--- config.mk ---
export PLATFORM = sky130hd
export DESIGN_NAME = lua_source_tokenizer
export DESIGN_NICKNAME = d
export VERILOG_FILES = /design/src/design/lst_pkg.sv /design/src/design/lua_source_tokenizer.sv
export VERILOG_INCLUDE_DIRS = /design/src /design/src/design
export SDC_FILE = /design/constraint.sdc
export NUM_CORES = 2
export LEC_CHECK = 0
export BUFFER_PORTS_ARGS = -buffer_cell sky130_fd_sc_hd__buf_2
export CORE_MARGIN = 3
export CORE_UTILIZATION = 45
export CTS_CLUSTER_DIAMETER = 30
export CTS_CLUSTER_SIZE = 24
export DETAILED_ROUTE_END_ITERATION = 10
export PLACE_DENSITY = 0.63
export SLEW_MARGIN = 20
export SYNTH_ARGS = -nofsm -noshare
export SYNTH_HDL_FRONTEND = slang
export SYNTH_SLANG_ARGS = --single-unit
--- constraint.sdc ---
create_clock -name clk -period 29.1 [get_ports clk]
set_input_delay 5.82 -clock clk [delete_from_list [all_inputs] [get_ports clk]]
set_output_delay 5.82 -clock clk [all_outputs]
set_load 0.02 [all_outputs]
--- src/design/lua_source_tokenizer_defines.svh ---
// ----------------------------------------------------------------------------
// Lua source tokenizer assertion macros
// Shared concurrent assertion forms, clocked on clk and disabled in rst.
// ----------------------------------------------------------------------------
`ifndef LUA_SOURCE_TOKENIZER_DEFINES_SVH
`define LUA_SOURCE_TOKENIZER_DEFINES_SVH

// Same-cycle implication.
`define LST_ASSERT_NOW(label, ante, cons, msg) \
  label: assert property (@(posedge clk) disable iff (rst) (ante) |-> (cons)) \
    else $error(msg);

// Next-cycle implication.
`define LST_ASSERT_NEXT(label, ante, cons, msg) \
  label: assert property (@(posedge clk) disable iff (rst) (ante) |=> (cons)) \
    else $error(msg);

`endif

--- src/design/lst_pkg.sv ---
// ----------------------------------------------------------------------------
// Lua source tokenizer package
// Token kinds, scanner modes, character classes and the keyword table.
// ----------------------------------------------------------------------------
package lst_pkg;

  localparam int OFFSET_BITS_DEF       = 24;
  localparam int MAX_BRACKET_LEVEL_DEF = 255;
  localparam int LINE_BITS             = 24;
  localparam int KIND_BITS             = 6;
  localparam int ERR_BITS              = 3;

  localparam logic [KIND_BITS-1:0] K_SINGLE   = 6'd0;
  localparam logic [KIND_BITS-1:0] K_NAME     = 6'd1;
  localparam logic [KIND_BITS-1:0] K_KW0      = 6'd2;
  localparam logic [KIND_BITS-1:0] K_IDIV     = 6'd24;
  localparam logic [KIND_BITS-1:0] K_CONCAT   = 6'd25;
  localparam logic [KIND_BITS-1:0] K_DOTS     = 6'd26;
  localparam logic [KIND_BITS-1:0] K_EQ       = 6'd27;
  localparam logic [KIND_BITS-1:0] K_GE       = 6'd28;
  localparam logic [KIND_BITS-1:0] K_LE       = 6'd29;
  localparam logic [KIND_BITS-1:0] K_NE       = 6'd30;
  localparam logic [KIND_BITS-1:0] K_SHL      = 6'd31;
  localparam logic [KIND_BITS-1:0] K_SHR      = 6'd32;
  localparam logic [KIND_BITS-1:0] K_DBCOLON  = 6'd33;
  localparam logic [KIND_BITS-1:0] K_STRING   = 6'd34;
  localparam logic [KIND_BITS-1:0] K_LCOMMENT = 6'd35;
  localparam logic [KIND_BITS-1:0] K_SCOMMENT = 6'd36;
  localparam logic [KIND_BITS-1:0] K_SHEBANG  = 6'd37;
  localparam logic [KIND_BITS-1:0] K_NUMBER   = 6'd38;
  localparam logic [KIND_BITS-1:0] K_END      = 6'd39;

  localparam logic [ERR_BITS-1:0] E_NONE       = 3'd0;
  localparam logic [ERR_BITS-1:0] E_BAD_DELIM  = 3'd1;
  localparam logic [ERR_BITS-1:0] E_LONG_OPEN  = 3'd2;
  localparam logic [ERR_BITS-1:0] E_STR_OPEN   = 3'd3;
  localparam logic [ERR_BITS-1:0] E_BAD_SUFFIX = 3'd4;

  typedef enum logic [4:0] {
    M_IDLE, M_NAME, M_OP2, M_DOT, M_DOT2, M_DASH, M_DASH2, M_CMT_EQ,
    M_SHORT, M_OPEN_EQ, M_LONG_FIRST, M_LONG_BODY, M_LONG_CLOSE,
    M_STR, M_STR_ESC, M_STR_Z, M_NUM0, M_NUM, M_NUM_SIGN, M_NUM_U, M_NUM_UL
  } mode_t;

  localparam int KW_COUNT = 22;
  localparam logic [63:0] KW_WORD [KW_COUNT] = '{
    "and", "break", "do", "else", "elseif", "end", "false", "for",
    "function", "goto", "if", "in", "local", "nil", "not", "or",
    "repeat", "return", "then", "true", "until", "while"
  };
  localparam logic [3:0] KW_LEN [KW_COUNT] = '{
    4'd3, 4'd5, 4'd2, 4'd4, 4'd6, 4'd3, 4'd5, 4'd3,
    4'd8, 4'd4, 4'd2, 4'd2, 4'd5, 4'd3, 4'd3, 4'd2,
    4'd6, 4'd6, 4'd4, 4'd4, 4'd5, 4'd5
  };

  function automatic logic is_nl(logic [7:0] c);
    return c == 8'h0A || c == 8'h0D;
  endfunction

  function automatic logic is_digit(logic [7:0] c);
    return c >= "0" && c <= "9";
  endfunction

  function automatic logic is_alpha(logic [7:0] c);
    return (c >= "a" && c <= "z") || (c >= "A" && c <= "Z");
  endfunction

  function automatic logic is_xdigit(logic [7:0] c);
    return is_digit(c) || (c >= "a" && c <= "f") || (c >= "A" && c <= "F");
  endfunction

  function automatic logic is_lead(logic [7:0] c);
    return is_alpha(c) || c == "_" || c[7];
  endfunction

  function automatic logic is_word(logic [7:0] c);
    return is_lead(c) || is_digit(c);
  endfunction

  function automatic logic is_hspace(logic [7:0] c);
    return c == 8'h20 || c == 8'h0C || c == 8'h09 || c == 8'h0B;
  endfunction

  function automatic logic is_space(logic [7:0] c);
    return is_hspace(c) || is_nl(c);
  endfunction

  function automatic logic [KIND_BITS-1:0] pair_kind(logic [7:0] lead, logic [7:0] c);
    logic [KIND_BITS-1:0] k;
    k = K_SINGLE;
    if (lead == "=" && c == "=") k = K_EQ;
    else if (lead == "<" && c == "=") k = K_LE;
    else if (lead == "<" && c == "<") k = K_SHL;
    else if (lead == ">" && c == "=") k = K_GE;
    else if (lead == ">" && c == ">") k = K_SHR;
    else if (lead == "/" && c == "/") k = K_IDIV;
    else if (lead == "~" && c == "=") k = K_NE;
    else if (lead == ":" && c == ":") k = K_DBCOLON;
    return k;
  endfunction

  function automatic logic [KIND_BITS-1:0] kw_kind(logic [63:0] w, logic [3:0] len);
    logic [KIND_BITS-1:0] k;
    k = K_NAME;
    for (int i = 0; i < KW_COUNT; i++) begin
      if (len == KW_LEN[i] && w == KW_WORD[i]) k = K_KW0 + KIND_BITS'(i);
    end
    return k;
  endfunction

endpackage

--- src/design/lua_source_tokenizer.sv ---
// ----------------------------------------------------------------------------
// Lua source tokenizer
// Scans Lua source a byte per transaction and emits classified tokens.
// ----------------------------------------------------------------------------
//  channel | direction | handshake           | payload
//  in      | sink      | in_valid, in_stall  | text_byte, is_end
//  out     | source    | out_valid, out_stall| token fields, line_count, last_of_run
//
// One byte is taken per cycle while in_stall is low; the scanner state
// updates in the same cycle through up to three chained passes of the mode
// logic. Results go to a two-entry queue; a byte that yields two tokens
// holds the input while the queue drains.
// Reset clears the scanner and the queue. After an error no result is
// produced until reset. out_stall backs up into in_stall.
`include "lua_source_tokenizer_defines.svh"

module lua_source_tokenizer #(
  parameter int OFFSET_BITS       = lst_pkg::OFFSET_BITS_DEF,
  parameter int MAX_BRACKET_LEVEL = lst_pkg::MAX_BRACKET_LEVEL_DEF
) (
  input  logic                     clk,
  input  logic                     rst,
  input  logic                     in_valid,
  output logic                     in_stall,
  input  logic [7:0]               text_byte,
  input  logic                     is_end,
  output logic                     out_valid,
  input  logic                     out_stall,
  output logic [5:0]               token_kind,
  output logic [7:0]               token_char,
  output logic [OFFSET_BITS-1:0]   start_offset,
  output logic [OFFSET_BITS-1:0]   end_offset,
  output logic [2:0]               error_code,
  output logic [23:0]              line_count,
  output logic                     last_of_run
);
  import lst_pkg::*;

  typedef struct packed {
    mode_t                  mode;
    logic [KIND_BITS-1:0]   pend;
    logic [OFFSET_BITS-1:0] tstart;
    logic [OFFSET_BITS-1:0] tlast;
    logic [OFFSET_BITS-1:0] pos;
    logic [LINE_BITS-1:0]   lines;
    logic [7:0]             open;
    logic [8:0]             close;
    logic [63:0]            win;
    logic [3:0]             wlen;
    logic [7:0]             pbreak;
    logic [7:0]             qc;
    logic                   halted;
    logic                   seen;
    logic                   hex;
  } lx_t;

  typedef struct packed {
    logic                   v;
    logic [KIND_BITS-1:0]   kind;
    logic [7:0]             ch;
    logic [OFFSET_BITS-1:0] s;
    logic [OFFSET_BITS-1:0] e;
    logic [ERR_BITS-1:0]    err;
    logic [LINE_BITS-1:0]   lines;
    logic                   last;
  } res_t;

  typedef struct packed {
    lx_t  st;
    logic used;
    res_t r;
  } pass_t;

  localparam logic [OFFSET_BITS-1:0] POS_MAX  = '1;
  localparam logic [LINE_BITS-1:0]   LINE_MAX = '1;
  localparam logic [7:0]             OPEN_MAX = 8'(MAX_BRACKET_LEVEL);
  localparam logic [8:0]             CLOSE_MAX = 9'(MAX_BRACKET_LEVEL);

  function automatic lx_t clear_state();
    lx_t z;
    z = '0;
    z.mode = M_IDLE;
    return z;
  endfunction

  function automatic pass_t emit(pass_t o, logic [KIND_BITS-1:0] kind, logic [7:0] ch,
                                 logic [OFFSET_BITS-1:0] s, logic [OFFSET_BITS-1:0] e,
                                 logic [ERR_BITS-1:0] err);
    pass_t q;
    q = o;
    q.r.v     = 1'b1;
    q.r.kind  = kind;
    q.r.ch    = ch;
    q.r.s     = s;
    q.r.e     = e;
    q.r.err   = err;
    q.r.lines = o.st.lines;
    q.r.last  = 1'b0;
    if (kind != K_LCOMMENT && kind != K_SCOMMENT && kind != K_SHEBANG && kind != K_END)
      q.st.seen = 1'b1;
    if (err != E_NONE) q.st.halted = 1'b1;
    return q;
  endfunction

  function automatic pass_t finish(pass_t o, logic [KIND_BITS-1:0] kind, logic [7:0] ch);
    pass_t q;
    q = emit(o, kind, ch, o.st.tstart, o.st.tlast, E_NONE);
    q.st.mode = M_IDLE;
    return q;
  endfunction

  function automatic pass_t fail(pass_t o, logic [KIND_BITS-1:0] kind,
                                 logic [ERR_BITS-1:0] code);
    pass_t q;
    q = emit(o, kind, 8'd0, o.st.tstart, o.st.tlast, code);
    q.st.mode = M_IDLE;
    return q;
  endfunction

  function automatic lx_t line_break(lx_t s, logic [7:0] c);
    lx_t q;
    q = s;
    if (s.lines != LINE_MAX) q.lines = s.lines + 1'b1;
    q.pbreak = c;
    return q;
  endfunction

  // One pass of the scanner; used low offers the byte again.
  function automatic pass_t run(lx_t s, logic [7:0] c, logic e, logic [OFFSET_BITS-1:0] p);
    pass_t                o;
    logic [KIND_BITS-1:0] k;
    logic [7:0]           ek;
    o = '0;
    o.st = s;
    o.used = 1'b1;
    k = K_SINGLE;
    ek = 8'd0;
    unique case (s.mode)
      M_IDLE: begin
        if (e) begin
          o = emit(o, K_END, 8'd0, p, p, E_NONE);
          o.st = clear_state();
        end else begin
          o.st.tstart = p;
          o.st.tlast = p;
          if (is_nl(c)) o.st = line_break(o.st, c);
          else if (is_hspace(c)) o.st.mode = M_IDLE;
          else if (c == "-") o.st.mode = M_DASH;
          else if (c == "[") begin
            o.st.open = 8'd0;
            o.st.mode = M_OPEN_EQ;
          end else if (pair_kind(c, "=") != K_SINGLE || c == "/" || c == ":") begin
            o.st.qc = c;
            o.st.mode = M_OP2;
          end else if (c == 8'h22 || c == 8'h27) begin
            o.st.qc = c;
            o.st.mode = M_STR;
          end else if (c == ".") o.st.mode = M_DOT;
          else if (c == "#") begin
            if (s.lines == '0 && !s.seen) begin
              o.st.pend = K_SHEBANG;
              o.st.mode = M_SHORT;
            end else o = finish(o, K_SINGLE, c);
          end else if (is_digit(c)) begin
            o.st.hex = 1'b0;
            o.st.mode = (c == "0") ? M_NUM0 : M_NUM;
          end else if (is_lead(c)) begin
            o.st.win = {56'd0, c};
            o.st.wlen = 4'd1;
            o.st.mode = M_NAME;
          end else o = finish(o, K_SINGLE, c);
        end
      end
      M_NAME: begin
        if (!e && is_word(c)) begin
          o.st.tlast = p;
          o.st.win = {s.win[55:0], c};
          if (s.wlen < 4'd9) o.st.wlen = s.wlen + 4'd1;
        end else begin
          o = finish(o, (s.wlen > 4'd8) ? K_NAME : kw_kind(s.win, s.wlen), 8'd0);
          o.used = 1'b0;
        end
      end
      M_OP2: begin
        k = e ? K_SINGLE : pair_kind(s.qc, c);
        if (k != K_SINGLE) begin
          o.st.tlast = p;
          o = finish(o, k, 8'd0);
        end else begin
          o = finish(o, K_SINGLE, s.qc);
          o.used = 1'b0;
        end
      end
      M_DOT: begin
        if (!e && c == ".") begin
          o.st.tlast = p;
          o.st.mode = M_DOT2;
        end else if (!e && is_digit(c)) begin
          o.st.tlast = p;
          o.st.hex = 1'b0;
          o.st.mode = (c == "0") ? M_NUM0 : M_NUM;
        end else begin
          o = finish(o, K_SINGLE, ".");
          o.used = 1'b0;
        end
      end
      M_DOT2: begin
        if (!e && c == ".") begin
          o.st.tlast = p;
          o = finish(o, K_DOTS, 8'd0);
        end else begin
          o = finish(o, K_CONCAT, 8'd0);
          o.used = 1'b0;
        end
      end
      M_DASH: begin
        if (!e && c == "-") begin
          o.st.tlast = p;
          o.st.mode = M_DASH2;
        end else begin
          o = finish(o, K_SINGLE, "-");
          o.used = 1'b0;
        end
      end
      M_DASH2: begin
        if (!e && c == "[") begin
          o.st.tlast = p;
          o.st.open = 8'd0;
          o.st.mode = M_CMT_EQ;
        end else begin
          o.st.pend = K_SCOMMENT;
          o.st.mode = M_SHORT;
          o.used = 1'b0;
        end
      end
      M_CMT_EQ, M_OPEN_EQ: begin
        k = (s.mode == M_CMT_EQ) ? K_LCOMMENT : K_STRING;
        if (!e && c == "=") begin
          if (s.open >= OPEN_MAX) o = fail(o, k, E_BAD_DELIM);
          else begin
            o.st.open = s.open + 8'd1;
            o.st.tlast = p;
          end
        end else if (!e && c == "[") begin
          o.st.tlast = p;
          o.st.pend = k;
          o.st.mode = M_LONG_FIRST;
        end else if (k == K_LCOMMENT) begin
          o.st.pend = K_SCOMMENT;
          o.st.mode = M_SHORT;
          o.used = 1'b0;
        end else if (s.open == 8'd0) begin
          o = finish(o, K_SINGLE, "[");
          o.used = 1'b0;
        end else o = fail(o, K_STRING, E_BAD_DELIM);
      end
      M_SHORT: begin
        if (e || is_nl(c)) begin
          o = finish(o, s.pend, 8'd0);
          o.used = 1'b0;
        end else o.st.tlast = p;
      end
      M_LONG_FIRST: begin
        o.st.mode = M_LONG_BODY;
        if (!e && is_nl(c)) o.st = line_break(o.st, c);
        else o.used = 1'b0;
      end
      M_LONG_BODY: begin
        if (e) o = fail(o, s.pend, E_LONG_OPEN);
        else begin
          o.st.tlast = p;
          if (c == "]") begin
            o.st.close = 9'd0;
            o.st.mode = M_LONG_CLOSE;
          end else if (is_nl(c)) o.st = line_break(o.st, c);
        end
      end
      M_LONG_CLOSE: begin
        if (e) o = fail(o, s.pend, E_LONG_OPEN);
        else if (c == "=") begin
          o.st.tlast = p;
          if (s.close <= CLOSE_MAX) o.st.close = s.close + 9'd1;
        end else if (c == "]") begin
          o.st.tlast = p;
          if (s.close == {1'b0, s.open}) o = finish(o, s.pend, 8'd0);
          else o.st.close = 9'd0;
        end else begin
          o.st.mode = M_LONG_BODY;
          o.used = 1'b0;
        end
      end
      M_STR: begin
        if (e || is_nl(c)) o = fail(o, K_STRING, E_STR_OPEN);
        else begin
          o.st.tlast = p;
          if (c == s.qc) o = finish(o, K_STRING, 8'd0);
          else if (c == 8'h5C) o.st.mode = M_STR_ESC;
        end
      end
      M_STR_ESC: begin
        if (e) o = fail(o, K_STRING, E_STR_OPEN);
        else if (is_nl(c)) begin
          o.st = line_break(o.st, c);
          o.st.mode = M_STR;
        end else begin
          o.st.tlast = p;
          o.st.mode = (c == "z") ? M_STR_Z : M_STR;
        end
      end
      M_STR_Z: begin
        if (!e && is_space(c)) begin
          if (is_nl(c)) o.st = line_break(o.st, c);
          else o.st.tlast = p;
        end else begin
          o.st.mode = M_STR;
          o.used = 1'b0;
        end
      end
      M_NUM0: begin
        o.st.mode = M_NUM;
        if (!e && (c == "x" || c == "X")) begin
          o.st.tlast = p;
          o.st.hex = 1'b1;
        end else o.used = 1'b0;
      end
      M_NUM: begin
        ek = s.hex ? "P" : "E";
        if (e) begin
          o = finish(o, K_NUMBER, 8'd0);
          o.used = 1'b0;
        end else if (c == ek || c == (ek + 8'd32)) begin
          o.st.tlast = p;
          o.st.mode = M_NUM_SIGN;
        end else if (is_xdigit(c) || c == ".") o.st.tlast = p;
        else if (is_alpha(c)) begin
          o.st.tlast = p;
          if (c == "U") o.st.mode = M_NUM_U;
          else o = finish(o, K_NUMBER, 8'd0);
        end else begin
          o = finish(o, K_NUMBER, 8'd0);
          o.used = 1'b0;
        end
      end
      M_NUM_SIGN: begin
        o.st.mode = M_NUM;
        if (!e && (c == "-" || c == "+")) o.st.tlast = p;
        else o.used = 1'b0;
      end
      M_NUM_U, M_NUM_UL: begin
        if (e || c != "L") o = fail(o, K_NUMBER, E_BAD_SUFFIX);
        else begin
          o.st.tlast = p;
          if (s.mode == M_NUM_U) o.st.mode = M_NUM_UL;
          else o = finish(o, K_NUMBER, 8'd0);
        end
      end
      default: begin
        o.st.mode = M_IDLE;
        o.used = 1'b0;
      end
    endcase
    return o;
  endfunction

  lx_t        lx, lx_next;
  res_t [1:0] q, q_next;
  logic [1:0] cnt, cnt_next;
  res_t       r0, r1;
  logic [1:0] n_res;
  lx_t        pre;
  logic       skip;
  pass_t      p1, p2, p3;
  logic       in_take, out_take;

  assign out_take = out_valid && !out_stall;
  assign in_stall = !(cnt == 2'd0 || (cnt == 2'd1 && out_take));
  assign in_take  = in_valid && !in_stall;

  // Scanner update for the byte on the input ports.
  always_comb begin
    pre  = lx;
    skip = 1'b0;
    if (lx.pbreak != 8'd0) begin
      pre.pbreak = 8'd0;
      // second half of a CRLF or LFCR pair
      if (!is_end && is_nl(text_byte) && text_byte != lx.pbreak) skip = 1'b1;
    end
    p1 = run(pre, text_byte, is_end, lx.pos);
    p2 = p1;
    p2.r = '0;
    if (!p1.used && !p1.st.halted) p2 = run(p1.st, text_byte, is_end, lx.pos);
    p3 = p2;
    p3.r = '0;
    if (!p1.used && !p2.used && !p2.st.halted) p3 = run(p2.st, text_byte, is_end, lx.pos);

    r0 = p1.r.v ? p1.r : (p2.r.v ? p2.r : p3.r);
    r1 = (p1.r.v && p2.r.v) ? p2.r : p3.r;
    if (!(p1.r.v || p2.r.v)) r1 = '0;
    n_res = {1'b0, p1.r.v} + {1'b0, p2.r.v} + {1'b0, p3.r.v};
    if (n_res == 2'd1) r0.last = 1'b1;
    if (n_res == 2'd2) r1.last = 1'b1;

    lx_next = lx;
    if (in_take && !lx.halted) begin
      if (skip) begin
        lx_next = pre;
        n_res = 2'd0;
      end else lx_next = p3.st;
      if (!is_end && !lx_next.halted && lx_next.pos != POS_MAX)
        lx_next.pos = lx_next.pos + 1'b1;
    end
    if (!in_take || lx.halted) n_res = 2'd0;
  end

  // Result queue: load on a transaction, shift on a pop.
  always_comb begin
    q_next   = q;
    cnt_next = cnt;
    if (in_take) begin
      q_next[0] = r0;
      q_next[1] = r1;
      cnt_next  = n_res;
    end else if (out_take) begin
      q_next[0] = q[1];
      cnt_next  = cnt - 2'd1;
    end
  end

  always_ff @(posedge clk) begin
    if (rst) begin
      lx  <= clear_state();
      cnt <= 2'd0;
    end else begin
      lx  <= lx_next;
      cnt <= cnt_next;
    end
    q <= q_next;
  end

  assign out_valid    = cnt != 2'd0;
  assign token_kind   = q[0].kind;
  assign token_char   = q[0].ch;
  assign start_offset = q[0].s;
  assign end_offset   = q[0].e;
  assign error_code   = q[0].err;
  assign line_count   = q[0].lines;
  assign last_of_run  = q[0].last;

  `LST_ASSERT_NOW(a_full_stalls, cnt == 2'd2, in_stall, "queue full but input open")
  `LST_ASSERT_NOW(a_pair_order, cnt == 2'd2, !q[0].last && q[1].last,
                  "two-token run has wrong last marks")
  `LST_ASSERT_NEXT(a_halt_silent, lx.halted && in_take, cnt == 2'd0,
                   "result after error halt")
  `LST_ASSERT_NEXT(a_err_halts, in_take && n_res != 2'd0 && r0.err != E_NONE,
                   lx.halted, "error did not halt scanner")

endmodule
# == Word level (Yosys, flattened, before mapping) ==
# Cells that the tools add are included.
# op_classes
add_sub_neg,19
n_lt_le_gt_ge,20
mux,644
reduce_logical,226
eq_ne,262
# ops
cell,count
303-bit two-way mux,51
298-bit two-way mux,38
95-bit case mux with 16 select lines,3
91-bit case mux with 14 select lines,3
211-bit two-way mux,14
94-bit two-way mux,30
195-bit two-way mux,12
48-bit case mux with 15 select lines,3
244-bit two-way mux,7
206-bit two-way mux,8
268-bit two-way mux,6
24-bit case mux with 19 select lines,3
95-bit two-way mux,14
179-bit two-way mux,7
111-bit two-way mux,11
128-bit two-way mux,9
24-bit two-way mux,47
91-bit two-way mux,12
64-bit by 23-bit equality test with 1-bit output (second input constant),15
64-bit by 39-bit equality test with 1-bit output (second input constant),15
92-bit two-way mux,9
115-bit two-way mux,7
200-bit two-way mux,4
35-bit two-way mux,22
84 further kinds,821
# word_totals
input_bits,13
elab_cells,1201
out_inout_bits,92
register_bits,393

# == Logic depth before layout (Yosys ltp) ==
# logic_depth
depth_word,137
mapped_depth,31
mapped_depth_nobuf,24

# == Worst setup path after synthesis ==
# OpenSTA, ideal clock, no wires.
# synth_timing
path_kind,input to register
startpoint,input out_stall
endpoint,register cnt[0]
path_slack_ps,15532
n_path_buf,0
t_required_ps,28957
arrival_time_ps,13425
stages,4
setup_ps,143
path_cell_list,o21ai_0 o221ai_1 o21ai_0 nor2_1
# synth_between
elab_chain_cells,9
word_cells_on_any_way,12
classes_between,3 x mux; 9 x reduce/logical
# synth_lines
item,line,text
start: declaration,lua_source_tokenizer.sv:28,"input logic out_stall,"
1-bit logical NOT *,lua_source_tokenizer.sv:375,assign out_take = out_valid && !out_stall;
1-bit logical AND *,lua_source_tokenizer.sv:375,
1-bit logical AND,lua_source_tokenizer.sv:376,assign in_stall = !(cnt == 2'd0 || (cnt == 2'd1 && out_take));
1-bit logical OR,lua_source_tokenizer.sv:376,
1-bit logical AND,lua_source_tokenizer.sv:377,assign in_take = in_valid && !in_stall;
1-bit logical AND / 1-bit logical NOT (equally long branches),"lua_source_tokenizer.sv:404, lua_source_tokenizer.sv:412",
2-bit two-way mux / 1-bit logical OR (equally long branches),"lua_source_tokenizer.sv:404, lua_source_tokenizer.sv:412",
2-bit two-way mux,lua_source_tokenizer.sv:412,if (!in_take || lx.halted) n_res = 2'd0;
2-bit two-way mux,lua_source_tokenizer.sv:419,if (in_take) begin
end signal: assignment,lua_source_tokenizer.sv:435,cnt <= cnt_next;
end: declaration,lua_source_tokenizer.sv:367,"logic [1:0] cnt, cnt_next;"
# Every way passes the cells marked *; elsewhere a longest branch is shown, timed or not.
# A chain may end at the register's enable or synchronous reset.

# == Worst setup path after layout ==
# layout_timing
startpoint,input text_byte[4]
endpoint,register lx[115] in the netlist's numbering
# layout_between
elab_chain_cells,73
word_cells_on_any_way,522
classes_between,4 x add/sub; 9 x order compare; 88 x eq/ne; 336 x mux; 85 x reduce/logical
# layout_lines
item,line,text
start: declaration,lua_source_tokenizer.sv:25,"input logic [7:0] text_byte,"
"parallel branches: the longest is 73 deep, another holds 8-bit by 6-bit greater-or-equal comparator with 1-bit output",n/a,
end signal: assignment,lua_source_tokenizer.sv:431,lx <= clear_state();
end signal: assignment,lua_source_tokenizer.sv:434,lx <= lx_next;
end: declaration,lua_source_tokenizer.sv:365,"lx_t lx, lx_next;"
# Several ways; the timed one is not identified. The select of a mux whose other input is x is not followed.

==> impl_summary.log <==
INFO  metric layout.cells.most_common = nor2_1
INFO  metric post_cts.repair.setup_buffers = 0
INFO  metric largest_family_of_logic_cells_by_synthesized_area = compound AO/OA/AOI/OAI gates
INFO  metric root_buffer = clkbuf_16
INFO  metric setup_total_negative_slack = 0 ns
INFO  metric vias_in_the_first_global_route = roughly 35k
INFO  metric finalWeightedCongestion = between 1 and 1.5
INFO  metric fin_crit = 13.25 ns
INFO  metric setup_viol = 0
INFO  metric start_util = 0.458
INFO  metric postSynthAreaPerCell = 7.53 µm²
INFO  metric grt_pass1_wl = around 250,000 µm
INFO  metric synth_cells = approximately 4.3k
INFO  metric chipWidth = 274 µm
INFO  metric clock_tree.htree_level_count = 3
INFO  metric residual_drc = 1
INFO  metric cts-resized-gates = 0
INFO  metric path_class = in -> reg
INFO  metric netlist_area = 32,400 µm²
INFO  metric synth_top_area_share = 0.167
INFO  metric timing.final.crit_share = 0.455
INFO  metric cts_hold_repair.buffers = 0
INFO  metric area_growth_syn_to_layout = 12.6%
INFO  metric detailroute.via_count = between 30k and 40k
INFO  metric clock_latency_reported_for_the_late_side_of_the_worst_skew_pair = 0.69 ns
INFO  metric die_area = roughly 75,000 µm²
INFO  metric nets = approximately 4.2k
INFO  metric drt.antenna.violating_nets = 0
INFO  metric mostFrequentLayoutCells = nor2_1, nand2_1, o21ai_0, a21oi_1, dfxtp_1
INFO  metric met1_use_gr = 0.578
INFO  metric number_of_drc_violations_after_detailed_routing_iteration_0 = between 6k and 7k
INFO  metric max_slew.worst_pin.slew = approximately 1.2 ns
INFO  metric routed_wl = approximately 170,000 µm
INFO  metric clock_sinks = slightly below 400
INFO  metric yosys.area.top_type = edfxtp_1
INFO  metric number_of_synthesized_register_bits = just under 400
INFO  metric worst_ir_drop_vdd = 0.0943 mV
INFO  metric floorplan_core_area = 70,600 µm²
INFO  metric timing.hold.worst.class = reg -> reg
INFO  metric synth_xor_area_frac = 0.0130
INFO  metric clock.fmax = 75.5 MHz
INFO  metric endpoint_kind = register
INFO  metric synthSimpleGateAreaFrac = 0.285
INFO  metric drtPass1Iterations = 11
INFO  metric violations = DRC
INFO  metric synth_top_cells_by_area = edfxtp_1, dfxtp_1, nor2_1
INFO  metric synth_compound_area_frac = 0.312
INFO  metric port_buffers = between 100 and 150
INFO  metric netlist-cell-type-count = 119
INFO  metric die_height = ~270 µm
INFO  metric synth.area.mux_share = 0.00596
INFO  metric worstPathRequired = a little under 30 ns
INFO  metric routed_via_density = around 7.4
INFO  metric layoutNonFillerInstCount = 5,213
INFO  metric detailed_place_hpwl = ~130,000 µm
INFO  metric aggregate_global_route_resource_usage = 0.443
INFO  metric regToRegSetupSlack = about 21 ns
INFO  metric hold_viol = 0
INFO  metric initial_antenna_violation_count = 15
INFO  metric worst_slew_margin_relative_to_its_limit = 0.164
INFO  metric static-leakage-power = about 13 nW
INFO  metric clkSlewWorstSetupHoldPaths = around 0.050 ns
INFO  metric slew_violations = 0
INFO  metric synth_adder_area_share = 0.00835
INFO  metric fill_cells = about 6.9k
INFO  metric placedCellCount = 5,038
INFO  metric top_usage_layer = met2
INFO  metric unrepaired_setup_endpoints_after_global_routing = no
INFO  metric maxCapViolations = 0
INFO  metric postSynth.topFlopCell = dfxtp_1
INFO  metric run_status = finished, violations left
INFO  metric async_flop_share = 0
INFO  metric use_met3 = 0.142
INFO  metric clock_skew = 0.0706 ns
INFO  metric grt-ovfl-total = 0
INFO  metric ys_seq_area_frac = 0.299
INFO  metric synth_warnings = 0
INFO  metric groute.layer.met2.usage = 0.642
INFO  metric grt_max_degree = between 60 and 70
INFO  metric post_drt_wl_per_cell = 33.2 µm
INFO  metric worst_ep_arrival_time = 13.82 ns
INFO  metric final_layout_size_suffix_gt1_frac = 0.131
INFO  metric synth_edf_count = 180
INFO  metric setup.worst_path.start_class = input pin
INFO  metric cts_made_buffers = 90
INFO  metric worstPathMaxFanout = 40
INFO  metric final.hold.worst_slack = between 0.5 and 0.6 ns
INFO  metric tritoncts_clock_tree = done
INFO  metric ctsLongestPathBuffers = 3
INFO  metric fp-row-count = 97
INFO  metric pwr_density_cell = 117 nW/µm²
INFO  metric boundaryPins = roughly 110
## stage by stage
| step | worst slack [ns] | util | instance area (µm²) | power [mW] |
|---|---|---|---|---|
| final | 15.85 | 0.516 | 36400 | 4.25 |
| after detailed placement | 15.64 | 0.470 | 33200 | 3.06 |
| after floorplan | 15.53 | - | 32400 | 2.25 |
| after global routing | 15.55 | 0.516 | 36400 | 4.35 |
| after global placement | 15.71 | 0.470 | 33200 | 3.07 |
| after CTS | 16.25 | 0.516 | 36400 | 4.12 |
## path summary, 6_finish.rpt
path,startpoint,end,depth (start not counted)
max reg2reg,lx[207],lx[115],26
min reg2reg,lx[13],lx[13],2
max,text_byte[4],lx[115],27
min,lx[13],lx[13],2
## layer usage
| layer | routed length, µm | part of all wire |
|---|---|---|
| met1 | 65600 | 0.38 |
| met4 | 12800 | 0.074 |
| met2 | 70300 | 0.41 |
| met3 | 24200 | 0.14 |
| met5 | 70 | 0.00040 |
## registers in the layout, indices dropped and copies added (netlist names), 3 cells and up
name and count:
error_code 3, lx 211, end_offset 24, token_char 8, token_kind 6, start_offset 24
q 90, line_count 24
## cell usage after synthesis, drive strengths merged (19+ instances only)
cell / n
a21oi: 288
a211oi: 65
a221o: 32
a31oi: 60
or4: 26
nor4: 90
and3: 43
nor2b: 32
a22o: 66
a21o: 20
or2: 31
clkbuf: 292
inv: 68
nor3: 171
nand2: 446
xor2: 22
nand4: 92
a221oi: 73
nor3b: 23
nand3: 122
ha: 20
dfxtp: 213
or3: 27
o31ai: 34
xnor2: 26
o22ai: 91
o21ai: 308
edfxtp: 180
o21a: 19
nand2b: 47
nor2: 481
a311oi: 25
a22oi: 131
and2: 63
o211ai: 41
buf: 171
## cell families after synthesis
| kind of cell | Yosys count |
|---|---|
| compound gates | 1467 |
| mux | 18 |
| xor+xnor | 48 |
| other cells | 1 |
| flops | 393 |
| buf+inv | 533 |
| fa+ha+maj | 21 |
| simple gates | 1813 |
## final cells by class
type | instances | area [µm²] | share of cell area
Multi-Input combinational cell | 3373 | 20400 | 0.560
Sequential cell | 393 | 9670 | 0.265
Clock buffer | 115 | 2430 | 0.0666
Timing Repair Buffer | 262 | 1720 | 0.0471
Tap cell | 940 | 1180 | 0.0323
Clock inverter | 55 | 767 | 0.0210
Inverter | 70 | 268 | 0.00735
Antenna cell | 5 | 12.5 | 0.000343
## power breakdown
| group | total, mW | internal [mW] | leakage [nW] | switching, mW |
|---|---|---|---|---|
| logic | 2.34 | 0.579 | 7.62 | 1.76 |
| clock network | 1.05 | 0.683 | 1.53 | 0.370 |
| registers | 0.852 | 0.760 | 3.50 | 0.0924 |
## worst max-delay path, cell delays in order
cell      delay (ns)
buf_2           0.67
nor4bb_1        0.36
buf_4           0.24
nand4_1         0.50
nand4_1         0.31
buf_4           0.32
nor2_1          0.12
mux2_2          0.28
ha_1            0.26
nand4_1         0.12
a31oi_1         0.21
nor2_1          0.11
nor3_2          0.66
nand3_1         0.61
o21ai_0         0.41
o21ai_0         0.13
o31ai_1         0.14
buf_4           0.26
inv_1           0.07
ha_1            0.22
nand2_1         0.09
nor3_2          0.08
and4b_1         0.38
a21oi_4         0.52
nand2_1         0.18
or4_1           0.43
a311oi_1        0.27
Power figures use the tool's default switching activity.
